$ cat config.mk
export PLATFORM = sky130hd
export DESIGN_NAME = als_head_ram
export DESIGN_NICKNAME = d
export VERILOG_FILES = /design/src/hw/rtl/als_pkg.sv /design/src/hw/rtl/als_head_ram.sv
export SDC_FILE = /design/constraint.sdc
export NUM_CORES = 1
export LEC_CHECK = 0
export BUFFER_PORTS_ARGS = -buffer_cell sky130_fd_sc_hd__buf_2
export CAP_MARGIN = 5
export CORE_MARGIN = 5
export CORE_UTILIZATION = 29
export CTS_CLUSTER_DIAMETER = 100
export CTS_CLUSTER_SIZE = 10
export DETAILED_ROUTE_END_ITERATION = 8
export HOLD_SLACK_MARGIN = 0.08
export SYNTH_ARGS = -nofsm -noshare
export SYNTH_HDL_FRONTEND = slang
export SYNTH_SLANG_ARGS = --single-unit
$ cat constraint.sdc
create_clock -name clk -period 3.7 [get_ports clk]
set_clock_uncertainty 0.1 [all_clocks]
set_input_delay 0.37 -clock clk [delete_from_list [all_inputs] [get_ports clk]]
set_output_delay 0.37 -clock clk [all_outputs]
set_load 0.02 [all_outputs]
$ cat src/hw/rtl/als_pkg.sv
// shared types, constants and codes of the adjacency list edge store
package als_pkg;

  localparam int MAX_VERTICES = 64;
  localparam int MAX_ARCS     = 256;
  localparam int VTX_W        = 6;
  localparam int HEAD_AW      = 6;
  localparam int NODE_AW      = 8;
  localparam int PTR_W        = 9;
  localparam int WT_W         = 16;
  localparam int CNT_W        = 9;
  localparam int VCNT_W       = 7;

  localparam logic [PTR_W-1:0] NULL_PTR = PTR_W'(MAX_ARCS);

  localparam logic [2:0] MODE_INS     = 3'd0;
  localparam logic [2:0] MODE_INS_BI  = 3'd1;
  localparam logic [2:0] MODE_REM     = 3'd2;
  localparam logic [2:0] MODE_REM_BI  = 3'd3;
  localparam logic [2:0] MODE_LOOKUP  = 3'd4;
  localparam logic [2:0] MODE_CLEAR   = 3'd5;

  localparam logic [1:0] ST_OK        = 2'd0;
  localparam logic [1:0] ST_INVALID   = 2'd1;
  localparam logic [1:0] ST_FULL      = 2'd2;
  localparam logic [1:0] ST_NOT_FOUND = 2'd3;

  typedef struct packed {
    logic [VTX_W-1:0] dest;
    logic [WT_W-1:0]  weight;
    logic [PTR_W-1:0] next;
  } node_t;

  typedef struct packed {
    logic               rd_en;
    logic [HEAD_AW-1:0] rd_addr;
    logic               wr_en;
    logic [HEAD_AW-1:0] wr_addr;
    logic [PTR_W-1:0]   wr_data;
    logic               clear;
  } head_req_t;

  typedef struct packed {
    logic               rd_en;
    logic [NODE_AW-1:0] rd_addr;
    logic               wr_en;
    logic [NODE_AW-1:0] wr_addr;
    node_t              wr_data;
  } node_req_t;

endpackage

$ cat src/hw/rtl/als_head_ram.sv
// list head memory with per-vertex valid bits, null when not valid
module als_head_ram (
  input  logic                      clk,
  input  logic                      rst_n,
  input  als_pkg::head_req_t        req,
  output logic [als_pkg::PTR_W-1:0] rd_data
);
  import als_pkg::*;

  logic [PTR_W-1:0]        mem [MAX_VERTICES];
  logic [MAX_VERTICES-1:0] valid_r;
  logic [PTR_W-1:0]        q_r;
  logic                    q_valid_r;

  always_ff @(posedge clk) begin
    if (req.wr_en) begin
      mem[req.wr_addr] <= req.wr_data;
    end
    if (req.rd_en) begin
      q_r <= mem[req.rd_addr];
    end
  end

  always_ff @(posedge clk) begin
    if (!rst_n || req.clear) begin
      valid_r   <= '0;
      q_valid_r <= 1'b0;
    end else begin
      if (req.rd_en) begin
        q_valid_r <= valid_r[req.rd_addr];
      end
      if (req.wr_en) begin
        valid_r[req.wr_addr] <= 1'b1;
      end
    end
  end

  assign rd_data = q_valid_r ? q_r : NULL_PTR;
endmodule

==> impl_metrics.toml <==
[clock_network]
htree_levels = 3
cts_buffer_depth = 3
clkLatencyLatePin_ns = 0.61
cts_tree = "done"
cts_root_buf = "clkbuf_16"
cts.sinks = 650
clkTransAtPathRegs_ns = 0.06
cts_buffers = 74

[yosys]
seq_area_frac_synth_pct = 75.7
synth_seq_cells = 650
syn_avg_cell_area_um2 = 21.9
syn_area_mm2 = 0.0249
synth_warnings = 0
ys_types = 29
synth_nets = 1164
synthCells = 1138

[final_layout]
layout_commonest_cell = "edfxtp_1"
layout.cells.non_filler = 2477
area_growth_pct = 17.1
drive_above_1_share_pct = 31.6
final_cell_mix = "edfxtp_1 (585), mux4_2 (195), buf_4 (90)"
n_fill_cell = 7869
nets = 1308

[route]
antenna_left = 0
drtPass1Iterations = 5
drtIter0Drc = 1203
drt-total-wl_mm = 60.1
drc = 0
wl_per_cell_um = 24.3
routed_via_density = 4.86
num_vias = 12000

[timing]
fmax_ghz = 0.402
fin_ws_ns = 1.21
final-hold-violation-count = 0
finalSetupViolCount = 0
tightest_slew_ns = 1.20
fin_crit_sh_pct = 67.3
setup_tns_ns = 0
rsz0062_at_grt = "no"
slew_violations = 0
min_period_ns = 2.49
slew_headroom_pct = 20.3

[critical_path]
setup.worst_path.start_class = "input port"
critPathArrivalTime_ns = 2.68
worst_ep_required_time_ns = 3.89
critical_path.max_fanout = 32
worstSetupEndpointType = "flop"
critPathKind = "input port to flop"

[pwr]
power_density_mw_per_mm2 = 525
p_leak_nw = 9.18
total_power_mw = 15.3
ir_drop_v = 0.000282

[floorplanning]
dieArea_mm2 = 0.0920
core-area_mm2 = 0.0853
die_x_um = 303
die_y_um = 303
num_rows = 107
ios = 35
start_util_pct = 29.2

[global_routing]
grt_pass1_wl_mm = 87.6
grt_pass1_vias = 12300
grt_usage_pct = 13.1
grt_max_degree = 65
grt_overflow_total = 0
antenna_found_initial = 9

[placed_design]
place.port_buffers = 34
post-place-ws_ns = 0.558
gp_congestion = 0.824
dp_hpwl_mm = 37.4
dp_cells = 2349

[hold_path]
hold_path.class = "input port to flop"

[outcome]
status = "finished, final reports clean"

[job]
cap_violations = 0
routing by layer:
layer / global-route usage, % / wire [µm] / up-vias
li1: - / - / 5044
met1: 18.4 / 26100 / 6469
met2: 20.6 / 28000 / 425
met3: 3.05 / 4820 / 88
met4: 3.76 / 1230 / 10
met5: 0 / 64 / -
cells in the mapped netlist:
master    instances  area [µm²]
nand3b_1          2        15.0
nand4_1           3        18.8
edfxtp_1        585       17600
nor2b_1           8        50.1
mux2i_1           6        60.1
nand3_1           9        45.0
o22ai_1           4        25.0
nor3_1            7        35.0
buf_4             5        37.5
a22oi_1           2        15.0
nand2b_1          7        43.8
buf_2            16        80.1
a31oi_1           2        12.5
buf_6             2        22.5
nor4_1            2        12.5
nor2_1           65         244
mux2_2           14         158
and2_1            8        50.1
clkbuf_1         29         109
inv_1             1        3.75
o21a_1           64         480
or3_1             1        6.26
mux4_2          195        4390
nand2_1          15        56.3
dfxtp_1          65        1300
o21ai_0           8        40.0
o31ai_1           1        7.51
o41ai_1           1        8.76
buf_1            11        41.3
state kept, by name, summed over array words and instances (netlist names):
register,count
q_valid_r,1
mem,576
q_r,9
valid_r,64
cells by family after synthesis:
logic type | synth area share (%)
buf+inv | 1.18
simple gates | 2.31
mux | 18.5
flops | 75.7
compound gates | 2.36
report_power, final:
part	switching [mW]	total, mW	internal, mW
Clock	2.72	6.48	3.77
Combinational	0.439	0.750	0.311
Sequential	0.0263	8.09	8.06
Total	3.18	15.3	12.1
metrics by stage:
step	instance area (µm²)	hold WS, ns	util (%)
detailed placement	27100	0.349	31.8
finish	29200	0.137	34.2
global placement	27100	0.341	31.8
floorplan	24900	0.335	-
CTS	29200	0.108	34.2
global route	29200	0.126	34.2
path summary, 6_finish.rpt:
path | from | end | slack, ns | depth (start not counted)
hold / removal | req[23] | q_valid_r | 0.14 | 3
setup reg to reg | mem[63][3] | q_r[3] | 1.32 | 5
hold reg to reg | valid_r[47] | valid_r[47] | 0.36 | 1
setup / recovery | req[17] | q_r[3] | 1.21 | 7
worst max-delay path: stages:
cell	delay, ns
buf_8	0.25
buf_12	0.30
mux4_2	0.57
mux4_2	0.54
mux2_2	0.33
nand2_1	0.07
o21ai_0	0.17
layout make-up:
cell class	instances	area [µm²]	share of cell area (%)
sequential	650	18900	64.6
multi-input combinational	424	5780	19.8
clock buffer	119	2040	6.99
tap	1144	1430	4.90
timing repair buffer	131	1010	3.45
clock inverter	6	67.6	0.231
antenna	2	5.00	0.0171
inverter	1	3.75	0.0129
timing repair:
| item | in CTS | in global routing |
|---|---|---|
| hold buffers | 1 | 0 |
| hold endpoints to repair | 19 | 0 |
| gates resized for setup | 0 | 0 |
| buffers inserted | 0 | 0 |
Note: power is estimated with default switching activity, not from simulation.
