## config.mk

```make
export PLATFORM = sky130hd
export DESIGN_NAME = als_ctrl
export DESIGN_NICKNAME = d
export VERILOG_FILES = /design/src/hw/rtl/als_pkg.sv /design/src/hw/rtl/als_ctrl.sv
export SDC_FILE = /design/constraint.sdc
export NUM_CORES = 1
export LEC_CHECK = 0
export ABC_CLOCK_PERIOD_IN_PS = 3800
export BUFFER_PORTS_ARGS = -buffer_cell sky130_fd_sc_hd__buf_2
export CORE_MARGIN = 2
export CORE_UTILIZATION = 35
export CTS_CLUSTER_DIAMETER = 30
export DETAILED_ROUTE_END_ITERATION = 12
export MAX_ROUTING_LAYER = met4
export SLEW_MARGIN = 20
export SYNTH_ARGS = -nofsm -noshare
export SYNTH_HDL_FRONTEND = slang
export SYNTH_SLANG_ARGS = --single-unit
```

## constraint.sdc

```tcl
create_clock -name clk -period 3.8 [get_ports clk]
set_input_delay 0.19 -clock clk [delete_from_list [all_inputs] [get_ports clk]]
set_output_delay 0.19 -clock clk [all_outputs]
set_load 0.005 [all_outputs]
```

## src/hw/rtl/als_pkg.sv

```systemverilog
// shared types, constants and codes of the adjacency list edge store
package als_pkg;

  localparam int MAX_VERTICES = 64;
  localparam int MAX_ARCS     = 256;
  localparam int VTX_W        = 6;
  localparam int HEAD_AW      = 6;
  localparam int NODE_AW      = 8;
  localparam int PTR_W        = 9;
  localparam int WT_W         = 16;
  localparam int CNT_W        = 9;
  localparam int VCNT_W       = 7;

  localparam logic [PTR_W-1:0] NULL_PTR = PTR_W'(MAX_ARCS);

  localparam logic [2:0] MODE_INS     = 3'd0;
  localparam logic [2:0] MODE_INS_BI  = 3'd1;
  localparam logic [2:0] MODE_REM     = 3'd2;
  localparam logic [2:0] MODE_REM_BI  = 3'd3;
  localparam logic [2:0] MODE_LOOKUP  = 3'd4;
  localparam logic [2:0] MODE_CLEAR   = 3'd5;

  localparam logic [1:0] ST_OK        = 2'd0;
  localparam logic [1:0] ST_INVALID   = 2'd1;
  localparam logic [1:0] ST_FULL      = 2'd2;
  localparam logic [1:0] ST_NOT_FOUND = 2'd3;

  typedef struct packed {
    logic [VTX_W-1:0] dest;
    logic [WT_W-1:0]  weight;
    logic [PTR_W-1:0] next;
  } node_t;

  typedef struct packed {
    logic               rd_en;
    logic [HEAD_AW-1:0] rd_addr;
    logic               wr_en;
    logic [HEAD_AW-1:0] wr_addr;
    logic [PTR_W-1:0]   wr_data;
    logic               clear;
  } head_req_t;

  typedef struct packed {
    logic               rd_en;
    logic [NODE_AW-1:0] rd_addr;
    logic               wr_en;
    logic [NODE_AW-1:0] wr_addr;
    node_t              wr_data;
  } node_req_t;

endpackage

```

## src/hw/rtl/als_ctrl.sv

```systemverilog
// request sequencer: allocation, list walk, unlink and result register
module als_ctrl (
  input  logic                        clk,
  input  logic                        rst_n,
  input  logic [als_pkg::VCNT_W-1:0]  vertex_count,
  input  logic                        in_valid,
  output logic                        in_ready,
  input  logic [2:0]                  in_mode,
  input  logic [als_pkg::VTX_W-1:0]   in_src,
  input  logic [als_pkg::VTX_W-1:0]   in_dst,
  input  logic [als_pkg::WT_W-1:0]    in_wt,
  output logic                        out_valid,
  input  logic                        out_ready,
  output logic [1:0]                  out_status,
  output logic [als_pkg::WT_W-1:0]    out_weight,
  output logic                        out_empty,
  output logic [als_pkg::CNT_W-1:0]   out_count,
  output als_pkg::head_req_t          head_req,
  input  logic [als_pkg::PTR_W-1:0]   head_q,
  output als_pkg::node_req_t          node_req,
  input  als_pkg::node_t              node_q
);
  import als_pkg::*;

  localparam logic [3:0] S_IDLE     = 4'd0;
  localparam logic [3:0] S_DECODE   = 4'd1;
  localparam logic [3:0] S_PUSH_RD  = 4'd2;
  localparam logic [3:0] S_PUSH_WR  = 4'd3;
  localparam logic [3:0] S_FIND_RD  = 4'd4;
  localparam logic [3:0] S_FIND_HD  = 4'd5;
  localparam logic [3:0] S_WALK     = 4'd6;
  localparam logic [3:0] S_FREE     = 4'd7;
  localparam logic [3:0] S_EMPTY_RD = 4'd8;
  localparam logic [3:0] S_FINISH   = 4'd9;

  logic [3:0]         state_r, state_nxt;
  logic [2:0]         mode_r, mode_nxt;
  logic [VTX_W-1:0]   src_r, src_nxt, dst_r, dst_nxt, a_r, a_nxt, b_r, b_nxt;
  logic [WT_W-1:0]    wt_r, wt_nxt, wout_r, wout_nxt;
  logic               second_r, second_nxt;
  logic [PTR_W-1:0]   free_r, free_nxt, fresh_r, fresh_nxt, prev_r, prev_nxt;
  logic [CNT_W-1:0]   count_r, count_nxt;
  logic [1:0]         status_r, status_nxt;
  logic [NODE_AW-1:0] cur_r, cur_nxt, alloc;
  node_t              curnode_r, curnode_nxt, prevnode_r, prevnode_nxt;
  logic               ov_r, ov_nxt, oe_r, oe_nxt;
  logic [1:0]         os_r, os_nxt;
  logic [WT_W-1:0]    ow_r, ow_nxt;
  logic [CNT_W-1:0]   oc_r, oc_nxt;
  logic               src_ok, dst_ok;

  assign src_ok = {1'b0, src_r} < vertex_count;
  assign dst_ok = {1'b0, dst_r} < vertex_count;
  assign in_ready = (state_r == S_IDLE);

  always_comb begin
    state_nxt = state_r;   mode_nxt = mode_r;     src_nxt = src_r;
    dst_nxt = dst_r;       a_nxt = a_r;           b_nxt = b_r;
    wt_nxt = wt_r;         wout_nxt = wout_r;     second_nxt = second_r;
    free_nxt = free_r;     fresh_nxt = fresh_r;   prev_nxt = prev_r;
    count_nxt = count_r;   status_nxt = status_r; cur_nxt = cur_r;
    curnode_nxt = curnode_r; prevnode_nxt = prevnode_r;
    ov_nxt = ov_r;         oe_nxt = oe_r;         os_nxt = os_r;
    ow_nxt = ow_r;         oc_nxt = oc_r;
    head_req = '0;
    node_req = '0;
    alloc = fresh_r[NODE_AW-1:0];
    if (ov_r && out_ready) begin
      ov_nxt = 1'b0;
    end
    unique case (state_r)
      S_IDLE: begin
        if (in_valid) begin
          mode_nxt = in_mode; src_nxt = in_src; dst_nxt = in_dst; wt_nxt = in_wt;
          a_nxt = in_src; b_nxt = in_dst;
          status_nxt = ST_OK; wout_nxt = '0; second_nxt = 1'b0;
          state_nxt = S_DECODE;
        end
      end
      S_DECODE: begin
        state_nxt = S_EMPTY_RD;
        if (mode_r <= MODE_LOOKUP && !(src_ok && dst_ok)) begin
          status_nxt = ST_INVALID;
        end else begin
          case (mode_r) inside
            MODE_INS: begin
              if (count_r >= CNT_W'(MAX_ARCS)) status_nxt = ST_FULL;
              else state_nxt = S_PUSH_RD;
            end
            MODE_INS_BI: begin
              if (count_r > CNT_W'(MAX_ARCS - 2)) status_nxt = ST_FULL;
              else state_nxt = S_PUSH_RD;
            end
            MODE_REM, MODE_REM_BI, MODE_LOOKUP: state_nxt = S_FIND_RD;
            MODE_CLEAR: begin
              head_req.clear = 1'b1;
              free_nxt = NULL_PTR; fresh_nxt = '0; count_nxt = '0;
            end
            default: ;
          endcase
        end
      end
      S_PUSH_RD: begin
        head_req.rd_en = 1'b1; head_req.rd_addr = a_r;
        node_req.rd_en = 1'b1; node_req.rd_addr = free_r[NODE_AW-1:0];
        state_nxt = S_PUSH_WR;
      end
      S_PUSH_WR: begin
        // reuse a freed node first, then hand out never-used ones in order
        if (!free_r[PTR_W-1]) begin
          alloc = free_r[NODE_AW-1:0];
          free_nxt = node_q.next;
        end else begin
          fresh_nxt = fresh_r + PTR_W'(1);
        end
        node_req.wr_en = 1'b1; node_req.wr_addr = alloc;
        node_req.wr_data = '{dest: b_r, weight: wt_r, next: head_q};
        head_req.wr_en = 1'b1; head_req.wr_addr = a_r;
        head_req.wr_data = {1'b0, alloc};
        count_nxt = count_r + CNT_W'(1);
        if (mode_r == MODE_INS_BI && !second_r) begin
          second_nxt = 1'b1; a_nxt = b_r; b_nxt = a_r;
          state_nxt = S_PUSH_RD;
        end else begin
          state_nxt = S_EMPTY_RD;
        end
      end
      S_FIND_RD: begin
        head_req.rd_en = 1'b1; head_req.rd_addr = a_r;
        state_nxt = S_FIND_HD;
      end
      S_FIND_HD: begin
        if (head_q[PTR_W-1]) begin
          status_nxt = ST_NOT_FOUND;
          state_nxt = S_EMPTY_RD;
        end else begin
          node_req.rd_en = 1'b1; node_req.rd_addr = head_q[NODE_AW-1:0];
          cur_nxt = head_q[NODE_AW-1:0]; prev_nxt = NULL_PTR;
          state_nxt = S_WALK;
        end
      end
      S_WALK: begin
        if (node_q.dest == b_r) begin
          if (mode_r == MODE_LOOKUP) begin
            wout_nxt = node_q.weight;
            state_nxt = S_EMPTY_RD;
          end else begin
            // reverse pass keeps the forward weight
            if (!second_r) wout_nxt = node_q.weight;
            curnode_nxt = node_q;
            if (prev_r[PTR_W-1]) begin
              head_req.wr_en = 1'b1; head_req.wr_addr = a_r;
              head_req.wr_data = node_q.next;
            end else begin
              node_req.wr_en = 1'b1; node_req.wr_addr = prev_r[NODE_AW-1:0];
              node_req.wr_data = '{dest: prevnode_r.dest, weight: prevnode_r.weight,
                                   next: node_q.next};
            end
            state_nxt = S_FREE;
          end
        end else if (node_q.next[PTR_W-1]) begin
          status_nxt = ST_NOT_FOUND;
          state_nxt = S_EMPTY_RD;
        end else begin
          prev_nxt = {1'b0, cur_r}; prevnode_nxt = node_q;
          cur_nxt = node_q.next[NODE_AW-1:0];
          node_req.rd_en = 1'b1; node_req.rd_addr = node_q.next[NODE_AW-1:0];
        end
      end
      S_FREE: begin
        node_req.wr_en = 1'b1; node_req.wr_addr = cur_r;
        node_req.wr_data = '{dest: curnode_r.dest, weight: curnode_r.weight, next: free_r};
        free_nxt = {1'b0, cur_r};
        count_nxt = count_r - CNT_W'(1);
        if (mode_r == MODE_REM_BI && !second_r) begin
          second_nxt = 1'b1; a_nxt = b_r; b_nxt = a_r;
          state_nxt = S_FIND_RD;
        end else begin
          state_nxt = S_EMPTY_RD;
        end
      end
      S_EMPTY_RD: begin
        head_req.rd_en = 1'b1; head_req.rd_addr = src_r;
        state_nxt = S_FINISH;
      end
      S_FINISH: begin
        if (!ov_r || out_ready) begin
          ov_nxt = 1'b1; os_nxt = status_r; ow_nxt = wout_r;
          oe_nxt = src_ok && head_q[PTR_W-1]; oc_nxt = count_r;
          state_nxt = S_IDLE;
        end
      end
      default: state_nxt = S_IDLE;
    endcase
  end

  always_ff @(posedge clk) begin
    if (!rst_n) begin
      state_r <= S_IDLE; free_r <= NULL_PTR; fresh_r <= '0;
      count_r <= '0; ov_r <= 1'b0;
    end else begin
      state_r <= state_nxt; free_r <= free_nxt; fresh_r <= fresh_nxt;
      count_r <= count_nxt; ov_r <= ov_nxt;
    end
  end

  always_ff @(posedge clk) begin
    mode_r <= mode_nxt; src_r <= src_nxt; dst_r <= dst_nxt; a_r <= a_nxt; b_r <= b_nxt;
    wt_r <= wt_nxt; wout_r <= wout_nxt; second_r <= second_nxt; prev_r <= prev_nxt;
    status_r <= status_nxt; cur_r <= cur_nxt; curnode_r <= curnode_nxt;
    prevnode_r <= prevnode_nxt; oe_r <= oe_nxt; os_r <= os_nxt; ow_r <= ow_nxt;
    oc_r <= oc_nxt;
  end

  assign out_valid  = ov_r;
  assign out_status = os_r;
  assign out_weight = ow_r;
  assign out_empty  = oe_r;
  assign out_count  = oc_r;

  a_count_range: assert property (@(posedge clk) disable iff (!rst_n)
    count_r <= CNT_W'(MAX_ARCS)) else $error("arc count above pool size");
  a_fresh_range: assert property (@(posedge clk) disable iff (!rst_n)
    fresh_r <= PTR_W'(MAX_ARCS)) else $error("fresh mark above pool size");
  a_fresh_covers_count: assert property (@(posedge clk) disable iff (!rst_n)
    count_r <= fresh_r) else $error("more arcs than nodes ever handed out");
  a_result_from_finish: assert property (@(posedge clk) disable iff (!rst_n)
    $rose(ov_r) |-> $past(state_r) == S_FINISH) else $error("result not from finish");
endmodule

```

==> flow_metrics.tcl <==
set metrics [dict create \
    status "completed" \
    final_nets 1052 \
    wirelength_mm 23.34 \
    insertion_delay_ns 0.43 \
    htree_levels 4 \
    drive_gt1_share_pct 25.93 \
    busiest_layer "met2" \
    fin_setup_tns_ns 0 \
    setup_ws_ns 0.6769 \
    final.min_clock_period_ns 3.123 \
    synthMuxAreaShare_pct 0.9505 \
    worst_pin_slew_ns 0.9284 \
    synth-xor-area-share_pct 1.767 \
    clockBufferDepth 2 \
    syn_area_um2 8424 \
    path_class "register to primary output" \
    use_met3_pct 3.959 \
    fin_cells 1284 \
    initial_core_util_pct 35.78 \
    skew_ns 0.01580 \
    synthTopCellsByArea "edfxtp_1, dfxtp_1, a222oi_1, nand2_1, nor2_1" \
    dpl.hpwl_mm 15.78 \
    netlist-cell-type-count 69 \
    yosys_warnings 0 \
    syn2layout_area_growth_pct 28.81 \
    cts.clk_slew.worst_paths_ns 0.07 \
    seq_area_frac_synth_pct 61.19 \
    grtUsageMet2_pct 30.22 \
    cts_buffers 17 \
    wl_per_cell_um 18.18 \
    critical_path_required_ns 3.61 \
    grt_pass1_vias 6637 \
    grt_use_total_pct 19.07 \
    die_w_um 159.1 \
    firstDrtPassIters 10 \
    hold_ws_ns 0.06644 \
    synthCells 717 \
    critPathLaunchType "register" \
    synth_edf_count 151 \
    grt_start_max_net_pins 37 \
    yosysTopAreaCell "edfxtp_1" \
    rows 56 \
    drc_errors 0 \
    netlist.area_leader.share_pct 53.82 \
    fin_crit_sh_pct 82.19 \
    ioPinCount 185 \
    crit_arrival_ns 2.93 \
    die_area_um2 25330 \
    yosys.area_share.adder_pct 3.030 \
    max_freq_mhz 320.2 \
    clock_sinks 182 \
    synth_compound_area_share_pct 14.33 \
    cts_hold_buf 53 \
    ir_worst_vdd_mv 0.2673 \
    place_inst 1198 \
    stdcell_area_um2 10850 \
    synth_top_family_by_area "compound AO/OA/AOI/OAI gates" \
    max_cap_viol_count 0 \
    antenna_found_initial 1 \
    holdCritPathClass "primary input to register" \
    place_congestion 0.8523 \
    post_cts_buffers 0 \
    syn_nets 818 \
    routed_via_density 5.173 \
    placedInstanceArea_um2 9768 \
    p_leak_nw 4.806 \
    core_um2 23540 \
    root_buffer "clkbuf_16" \
    grt_overflow 0 \
    nFillCells 2231 \
    vias 6642 \
    powerDensity_nw_per_um2 439.3 \
    synthFlopType "edfxtp_1" \
    ant_nets 0 \
    cts_resized 0 \
    synth_simple_gate_area_share_pct 14.20 \
    die_y_um 159.1 \
    slew_headroom_pct 37.96 \
    hold_viol 0 \
    cp_max_fo 23 \
    finalMaxSlewViolations 0 \
    rsz0062_at_grt "no" \
    cp-end-kind "primary output" \
    setup_viol 0 \
    pre_cts_ws_ns 0.7308 \
    synth-async-reset-ratio_pct 0 \
    syn_avg_cell_area_um2 11.75 \
    grt_util_met1_pct 24.85 \
    drtIter0Drc 587 \
    cts_tree "yes" \
    grt_pass1_wl_mm 36.68 \
    numPortBuffers 184 \
    ys_ff_latch 182 \
]
==> worst paths after layout <==
check / startpoint / end / depth (start not counted) / slack [ns]
max: b_r[5] / node_req[48] / 6 / 0.68
min: rst_n / free_r[8] / 2 / 0.07
max reg2reg: state_r[3] / count_r[7] / 8 / 0.71
min reg2reg: wout_r[15] / out_weight[15] / 0 / 0.42
==> cells in the final DEF (no fill, tap or decap), types with 12 or more instances in the layout <==
cell	instances
a21o_1	12
edfxtp_1	151
inv_1	54
buf_2	184
a222oi_1	47
and2_1	26
xor2_1	13
a21oi_1	21
ha_1	18
nor2_1	68
dlygate4sd3_1	53
clkbuf_16	18
dfxtp_1	31
nand2_1	78
buf_4	20
==> flip-flops by register name (all words and copies together) (netlist names), 8 cells and up <==
| signal | cells |
|---|---|
| curnode_r | 22 |
| prevnode_r | 22 |
| out_weight | 16 |
| wout_r | 16 |
| wt_r | 16 |
| count_r | 9 |
| free_r | 9 |
| out_count | 9 |
| prev_r | 9 |
| cur_r | 8 |
| fresh_r | 8 |
==> cells by family after synthesis <==
kind of cell / Yosys count
muxes: 8
adders and majority gates: 20
DFF: 182
buffers and inverters: 97
xor gates and xnor gates: 17
AOI/OAI and AO/OA: 150
and+or+nand+nor: 243
==> worst max-delay path: stages, from the launching register on <==
cell      delay [ns]
edfxtp_1        0.43
xor2_1          0.20
or4_1           0.67
o21ai_1         0.27
inv_2           0.29
or3_1           0.50
buf_2           0.15
==> metrics by stage <==
stage	power, mW	util [%]
floorplan	2.815	-
global placement	3.083	41.49
detailed placement	3.102	41.49
CTS	4.806	46.08
global route	4.960	46.09
finish	4.767	46.09
==> power breakdown <==
part	switching [mW]	leakage, nW	internal (mW)	total [mW]
clock network	0.781	0.267	0.890	1.67
logic	0.383	2.89	0.242	0.626
registers	0.0869	1.65	2.38	2.47
==> area by class of cell <==
class | instances | area, um2 | area share [%]
well taps | 319 | 399.1 | 3.678
clock inverters | 11 | 88.84 | 0.8186
diodes | 1 | 2.502 | 0.02306
flip-flops and latches | 182 | 5155 | 47.50
clock buffers | 21 | 461.7 | 4.255
repair buffers | 257 | 1602 | 14.76
multi-input cells | 438 | 2937 | 27.06
inverters | 55 | 206.4 | 1.902
==> layer usage <==
layer | vias up | routed length (um)
li1 | 3170 | -
met1 | 3154 | 10020
met2 | 287 | 11090
met3 | 31 | 1774
met4 | 0 | 459
met5 | - | 0
==> synth_stat cells (all sizes together) (5+ instances only) <==
cell type,n
edfxtp,151
nand2,78
nor2,69
inv,55
a222oi,47
clkbuf,31
dfxtp,31
and2,27
a21oi,21
ha,18
o21ai,13
xor2,13
a21o,12
a22oi,11
buf,11
nand3,11
nor2b,10
a221o,8
mux2i,8
nor3,8
or3,7
nor4,5
(Power assumes the default switching activity.)
